`config.mk`:
```
export PLATFORM = sky130hd
export DESIGN_NAME = spectrum_bar_autoscaler
export DESIGN_NICKNAME = d
export VERILOG_FILES = /design/src/design/sba_pkg.sv /design/src/design/spectrum_bar_autoscaler.sv /design/src/design/sba_scale.sv
export SDC_FILE = /design/constraint.sdc
export NUM_CORES = 1
export LEC_CHECK = 0
export ABC_AREA = 1
export BUFFER_PORTS_ARGS = -buffer_cell sky130_fd_sc_hd__buf_4
export CORE_MARGIN = 10
export CORE_UTILIZATION = 55
export DETAILED_ROUTE_END_ITERATION = 8
export PLACE_DENSITY = 0.74
export SLEW_MARGIN = 20
export SYNTH_ARGS = -nofsm -noshare
export SYNTH_HDL_FRONTEND = slang
export SYNTH_SLANG_ARGS = --single-unit
export TNS_END_PERCENT = 5
```
`constraint.sdc`:
```
create_clock -name i_clk -period 3.36 [get_ports i_clk]
set_input_delay 0.672 -clock i_clk [delete_from_list [all_inputs] [get_ports i_clk]]
set_output_delay 0.672 -clock i_clk [all_outputs]
set_load 0.02 [all_outputs]
```
`src/design/sba_pkg.sv`:
```
// Shared types and constants for the spectrum bar autoscaler.
`timescale 1ns / 1ps
`default_nettype none

package sba_pkg;

    localparam int MAX_COLUMNS = 64;
    localparam int COL_W       = $clog2(MAX_COLUMNS) > 0 ? $clog2(MAX_COLUMNS) : 1;
    localparam int CNT_W       = $clog2(MAX_COLUMNS + 1);
    localparam int MAG_W       = 16;
    localparam int BAR_W       = 6;
    localparam int NUM_W       = MAG_W + BAR_W;
    localparam int BAR_FULL    = 47;
    localparam int ROW_BOTTOM  = 63;

    typedef struct packed {
        logic [MAG_W-1:0] magnitude;
        logic             frame_end;
    } t_bin_in;

    typedef struct packed {
        logic [5:0] column;
        logic [5:0] bar_height;
        logic [5:0] top_row;
        logic       draw_bar;
        logic       last_column;
    } t_bar_out;

endpackage

`default_nettype wire

```
`src/design/spectrum_bar_autoscaler.sv`:
```
// Top level of the spectrum bar autoscaler.
// Bins are taken one per cycle into a 64-entry magnitude memory while the
// running peak (starting at 1) is tracked; bins past the column capacity are
// dropped. After the beat that carries frame_end, the input stalls and one
// bar beat per stored column comes out in column order. Each bar goes through
// a memory read, a multiply by the full height, a bit-serial divide by the
// peak plus a hand-over of its result, then the output register load. The
// input stays stalled until the last column's bar is loaded, including every
// cycle the receiver stalls a waiting bar.
`timescale 1ns / 1ps
`default_nettype none

module spectrum_bar_autoscaler
    import sba_pkg::*;
(
    input  wire logic     i_clk,
    input  wire logic     i_rst_n,
    input  wire logic     i_valid,
    input  wire t_bin_in  i_data,
    output logic          o_stall,
    output logic          o_valid,
    output t_bar_out      o_data,
    input  wire logic     i_stall
);

    localparam logic [2:0] S_FILL  = 3'd0;
    localparam logic [2:0] S_READ  = 3'd1;
    localparam logic [2:0] S_START = 3'd2;
    localparam logic [2:0] S_WAIT  = 3'd3;
    localparam logic [2:0] S_OUT   = 3'd4;

    logic [MAG_W-1:0] r_mem [MAX_COLUMNS];
    logic [MAG_W-1:0] r_rd_data;

    logic [2:0]       r_state;
    logic [CNT_W-1:0] r_count;
    logic [MAG_W-1:0] r_peak;
    logic [COL_W-1:0] r_col;
    logic [COL_W-1:0] r_last_col;
    logic             r_oval;
    t_bar_out         r_out;

    logic             w_in_acc;
    logic             w_room;
    logic [CNT_W-1:0] w_count_new;
    logic             w_out_free;
    logic             w_done;
    logic [BAR_W-1:0] w_height;

    assign w_in_acc    = i_valid && (r_state == S_FILL);
    assign w_room      = r_count < CNT_W'(MAX_COLUMNS);
    assign w_count_new = r_count + CNT_W'(w_room);
    assign w_out_free  = !r_oval || !i_stall;

    always_ff @(posedge i_clk) begin
        if (w_in_acc && w_room) begin
            r_mem[r_count[COL_W-1:0]] <= i_data.magnitude;
        end
        if (r_state == S_READ) begin
            r_rd_data <= r_mem[r_col];
        end
    end

    sba_scale u_scale (
        .i_clk    (i_clk),
        .i_rst_n  (i_rst_n),
        .i_start  (r_state == S_START),
        .i_mag    (r_rd_data),
        .i_peak   (r_peak),
        .o_done   (w_done),
        .o_height (w_height)
    );

    always_ff @(posedge i_clk) begin
        if (!i_rst_n) begin
            r_state <= S_FILL;
            r_count <= '0;
            r_peak  <= MAG_W'(1);
            r_col   <= '0;
            r_oval  <= 1'b0;
        end else begin
            if (r_state == S_OUT && w_out_free) begin
                r_oval <= 1'b1;
            end else if (!i_stall) begin
                r_oval <= 1'b0;
            end
            unique case (r_state)
                S_FILL: begin
                    if (w_in_acc) begin
                        r_count <= w_count_new;
                        if (w_room && i_data.magnitude > r_peak) begin
                            r_peak <= i_data.magnitude;
                        end
                        if (i_data.frame_end) begin
                            r_col   <= '0;
                            r_state <= S_READ;
                        end
                    end
                end
                S_READ:  r_state <= S_START;
                S_START: r_state <= S_WAIT;
                S_WAIT: begin
                    if (w_done) begin
                        r_state <= S_OUT;
                    end
                end
                S_OUT: begin
                    if (w_out_free) begin
                        if (r_col == r_last_col) begin
                            r_count <= '0;
                            r_peak  <= MAG_W'(1);
                            r_state <= S_FILL;
                        end else begin
                            r_col   <= r_col + COL_W'(1);
                            r_state <= S_READ;
                        end
                    end
                end
                default: r_state <= S_FILL;
            endcase
        end
    end

    always_ff @(posedge i_clk) begin
        if (w_in_acc && i_data.frame_end) begin
            r_last_col <= COL_W'(w_count_new - CNT_W'(1));
        end
        if (r_state == S_OUT && w_out_free) begin
            r_out.column      <= 6'(r_col);
            r_out.bar_height  <= w_height;
            r_out.top_row     <= 6'(ROW_BOTTOM) - w_height;
            r_out.draw_bar    <= |w_height;
            r_out.last_column <= r_col == r_last_col;
        end
    end

    assign o_stall = r_state != S_FILL;
    assign o_valid = r_oval;
    assign o_data  = r_out;

endmodule

`default_nettype wire

```
`src/design/sba_scale.sv`:
```
// Bar height scaler: magnitude times full height, divided by the peak one bit a cycle.
`timescale 1ns / 1ps
`default_nettype none

module sba_scale
    import sba_pkg::*;
(
    input  wire logic             i_clk,
    input  wire logic             i_rst_n,
    input  wire logic             i_start,
    input  wire logic [MAG_W-1:0] i_mag,
    input  wire logic [MAG_W-1:0] i_peak,
    output logic                  o_done,
    output logic [BAR_W-1:0]      o_height
);

    logic [NUM_W-1:0] r_rem;
    logic [NUM_W-1:0] r_div;
    logic [BAR_W-1:0] r_q;
    logic             r_nz;
    logic             r_busy;
    logic [2:0]       r_step;
    logic             r_done;
    logic             w_ge;
    logic [BAR_W-1:0] w_h;

    assign w_ge = r_rem >= r_div;

    always_ff @(posedge i_clk) begin
        if (!i_rst_n) begin
            r_busy <= 1'b0;
            r_done <= 1'b0;
            r_step <= '0;
        end else begin
            r_done <= 1'b0;
            if (i_start) begin
                r_busy <= 1'b1;
                r_step <= '0;
            end else if (r_busy) begin
                r_step <= r_step + 3'd1;
                if (r_step == 3'(BAR_W - 1)) begin
                    r_busy <= 1'b0;
                    r_done <= 1'b1;
                end
            end
        end
    end

    always_ff @(posedge i_clk) begin
        if (i_start) begin
            r_rem <= {{BAR_W{1'b0}}, i_mag} * NUM_W'(BAR_FULL);
            r_div <= {{BAR_W{1'b0}}, i_peak} << (BAR_W - 1);
            r_q   <= '0;
            r_nz  <= |i_mag;
        end else if (r_busy) begin
            if (w_ge) begin
                r_rem <= r_rem - r_div;
            end
            r_div <= r_div >> 1;
            r_q   <= {r_q[BAR_W-2:0], w_ge};
        end
    end

    always_comb begin
        w_h = r_q;
        if (w_h > BAR_W'(BAR_FULL)) begin
            w_h = BAR_W'(BAR_FULL);
        end
        if (w_h == '0 && r_nz) begin
            w_h = BAR_W'(1);
        end
    end

    assign o_done   = r_done;
    assign o_height = w_h;

endmodule

`default_nettype wire
```
==> metrics.csv <==
metric;value;unit
critical_path.cell_chain;fa_1, inv_2, fa_1, fa_1, inv_2, ha_4, nand2_2, nor2_1, nand2_1, nand2_2, nand2_4, nor2_4, nand2_2, nand2_2, nand2_2, nand3_2, nand2_2;
grt_pass1_wl;200000;µm
hold_path_depth;1;
num_rows;110;
slowest_stage;fa_1;
critPathBufInv;2;
synth_edf_count;1105;
seq_area_frac_synth;68.4;%
cts_buffer_depth;3;
syn_area_per_cell;11.7;µm²
slew_violations;0;
min_period;3.61;ns
dp_hpwl;81200;µm
cts-root-buf;clkbuf_16;
ff2ff_path_depth;17;
critPathLaunchType;register;
place.gp.congestion;0.936;
vias;34400;
critical_path_arrival;4.04;ns
ys_types;42;
reg2reg_slack;-0.25;ns
worst_pin_slew;0.886;ns
crit_top_cell;nand2_2;
status;complete, but fails checks;
syn_inst;4267;
layout.nets;4564;
start_util;55.5;%
synth-seq-cells;1154;
io_buffers;42;
synth_ff_type;edfxtp_1;
synthesis.area;50000;µm²
seq_area;34200;µm²
nFillCells;6784;
relSlewSlack;40.9;%
irDropWorstVdd;947;µV
async_reset_ff_share;0;%
cp-end-kind;register;
min_to;r_mem[48][11];
fin_tns_setup;-2.30;ns
clock_latency;0.73;ns
p_per_area;847;nW/µm²
ios;43;
routed_wl;134000;µm
htreeDepth;3;
clk_pin_slew;0.06;ns
setup_slack;-0.250;ns
r2r_end;u_scale.r_rem[18];
dr.pass1.iters;6;
drc;0;
r2r_start;r_rd_data[6];
grt-ovfl-total;0;
p_leak;0.0201;µW
syn_nets;4425;
synth_top_area_share;66.4;%
ys_warn_count;0;
synth_common_cells;1105 x edfxtp_1, 768 x nor2_1, 560 x o21ai_0;
required;3.79;ns
cts_buffers;112;
die_w;321;µm
drive_above_1_share;10.8;%
wire_per_inst;23.7;µm
cp_max_fo;4;
viasPerCell;6.06;
cts_tree;built;
setup_violations;13;
max_freq;0.277;GHz
period_share;107;%
crit_type;register to register;
violations;setup timing;
ctsHoldBuffers;0;
max_stage_delay;0.60;ns
area_growth;12.6;%
die_h;321;µm
core;90000;µm²
synth_area_leaders;edfxtp_1 66%, nor2_1 5.8%, o21ai_0 5.6%;
antenna_found_initial;5;
min_from;i_data[12];
cts.sinks;1154;
grt_max_degree;135;
skew;0.0533;ns
multi_input_area;13900;µm²
ant_nets;0;
die_area;103000;µm²
total_power;47700;µW
rsz0062_at_grt;true;
drv_cap;0;
cpLargestDelayFamily;adder cells;
yosysTopAreaCell;edfxtp_1;
synth_most_common_cell;edfxtp_1;
grt_pass1_vias;32500;
hold_viol;0;
drtIter0Drc;4372;
hold_path_class;primary input to register;
track_usage;25.5;%
## state kept, by name, summed over array words and instances, names as in the netlist, 7 cells and up
signal         count
r_rd_data         16
r_peak            16
o_data            20
u_scale.r_div     21
r_count            7
r_mem           1024
u_scale.r_rem     22
## placed cells by master, fill, tap and decap left out, types with 4 or more instances in the layout
cell type,Yosys,layout
nand3_1,165,163
a21o_1,6,6
clkinv_2,0,30
dfxtp_1,49,46
clkinv_1,1,17
edfxtp_1,1105,1105
buf_12,0,18
nand2_2,2,12
a21oi_1,102,96
o21bai_1,6,4
ha_1,95,89
clkbuf_16,0,112
xnor2_1,9,9
ha_4,0,6
nand2_1,450,439
o221ai_1,33,33
a21oi_2,0,5
nand4_1,38,38
nor3_1,14,13
o211ai_1,96,96
nand3b_1,7,7
inv_2,5,8
xor2_1,15,15
clkbuf_1,114,32
o21ai_2,1,4
o21ai_1,33,36
or2_2,5,5
inv_1,262,257
fa_1,42,42
o22ai_1,144,144
bufinv_16,0,7
buf_4,16,242
o21ai_0,560,554
nor2_1,768,763
nor2_2,3,6
## power breakdown
part           leakage, µW  internal (µW)  switching [µW]  total (µW)
clock network      0.00174           6720            5430       12200
registers           0.0104          16700             388       17100
logic              0.00804           7150           11300       18400
## stage by stage
| step | util [%] | hold WS [ns] | setup WS, ns | cells | cell area [µm²] |
|---|---|---|---|---|---|
| floorplan | - | 0.431 | -0.0146 | 4267 | 50100 |
| global placement | 58.4 | 0.462 | -0.200 | 5464 | 52600 |
| detailed placement | 58.4 | 0.470 | -0.290 | 5464 | 52600 |
| CTS | 62.4 | 0.201 | -0.157 | 5674 | 56200 |
| global route | 62.5 | 0.212 | -0.401 | 5676 | 56300 |
| finish | 62.5 | 0.233 | -0.250 | 5677 | 56300 |
## cells by family (layout without fill, tap and decap cells)
family | count (synthesis) | count (layout) | share of synthesized area (%)
AO/OA/AOI/OAI | 986 | 986 | 11.1
XOR/XNOR | 24 | 24 | 0.421
adder cells (fa/ha/maj) | 137 | 137 | 4.06
buffers and inverters | 506 | 739 | 4.29
flip-flops | 1154 | 1154 | 68.4
other | 0 | 1 | 0
AND/OR/NAND/NOR | 1460 | 1460 | 11.8
## per-layer routing
layer	global-route usage (%)	vias to the layer above	wire length, µm
met1	34.0	16700	52100
li1	-	15500	-
met2	39.6	1827	61600
met3	4.70	342	12900
met5	0	-	41
met4	13.8	6	7660
## worst reg2reg max path: stages (launching register included)
cell	delay, ns
edfxtp_1	0.50
fa_1	0.60
inv_2	0.05
fa_1	0.48
fa_1	0.54
inv_2	0.05
ha_4	0.28
nand2_2	0.05
nor2_1	0.10
nand2_1	0.07
nand2_2	0.11
nand2_4	0.08
nor2_4	0.14
nand2_2	0.07
nand2_2	0.07
nand2_2	0.05
nand3_2	0.05
nand2_2	0.05
## area by class of cell
cell class | count | area share (%)
clock inverter | 64 | 1.08
timing repair buffer | 261 | 3.89
multi-input combinational | 2607 | 24.6
sequential | 1154 | 60.7
clock buffer | 144 | 5.19
tap | 1176 | 2.62
inverter | 270 | 1.83
antenna | 1 | 0.00445
## worst max path at each step
stage / from / end / depth (start not counted)
global placement: r_rd_data[7] / u_scale.r_rem[20] / 17
finish: r_rd_data[6] / u_scale.r_rem[18] / 17
detailed placement: r_rd_data[6] / u_scale.r_rem[16] / 15
global route: r_rd_data[6] / u_scale.r_rem[18] / 17
floorplan: r_rd_data[9] / u_scale.r_rem[18] / 17
CTS: r_rd_data[6] / u_scale.r_rem[16] / 15
## timing repair
| item | in CTS | in global routing |
|---|---|---|
| buffers inserted | 2 | 2 |
| gates resized for setup | 14 | 19 |
| pin swaps | 8 | 17 |
| endpoints found under the setup margin | 12 | 14 |
| gates cloned | 0 | 0 |
No activity file was read; power rests on OpenSTA's default activity.
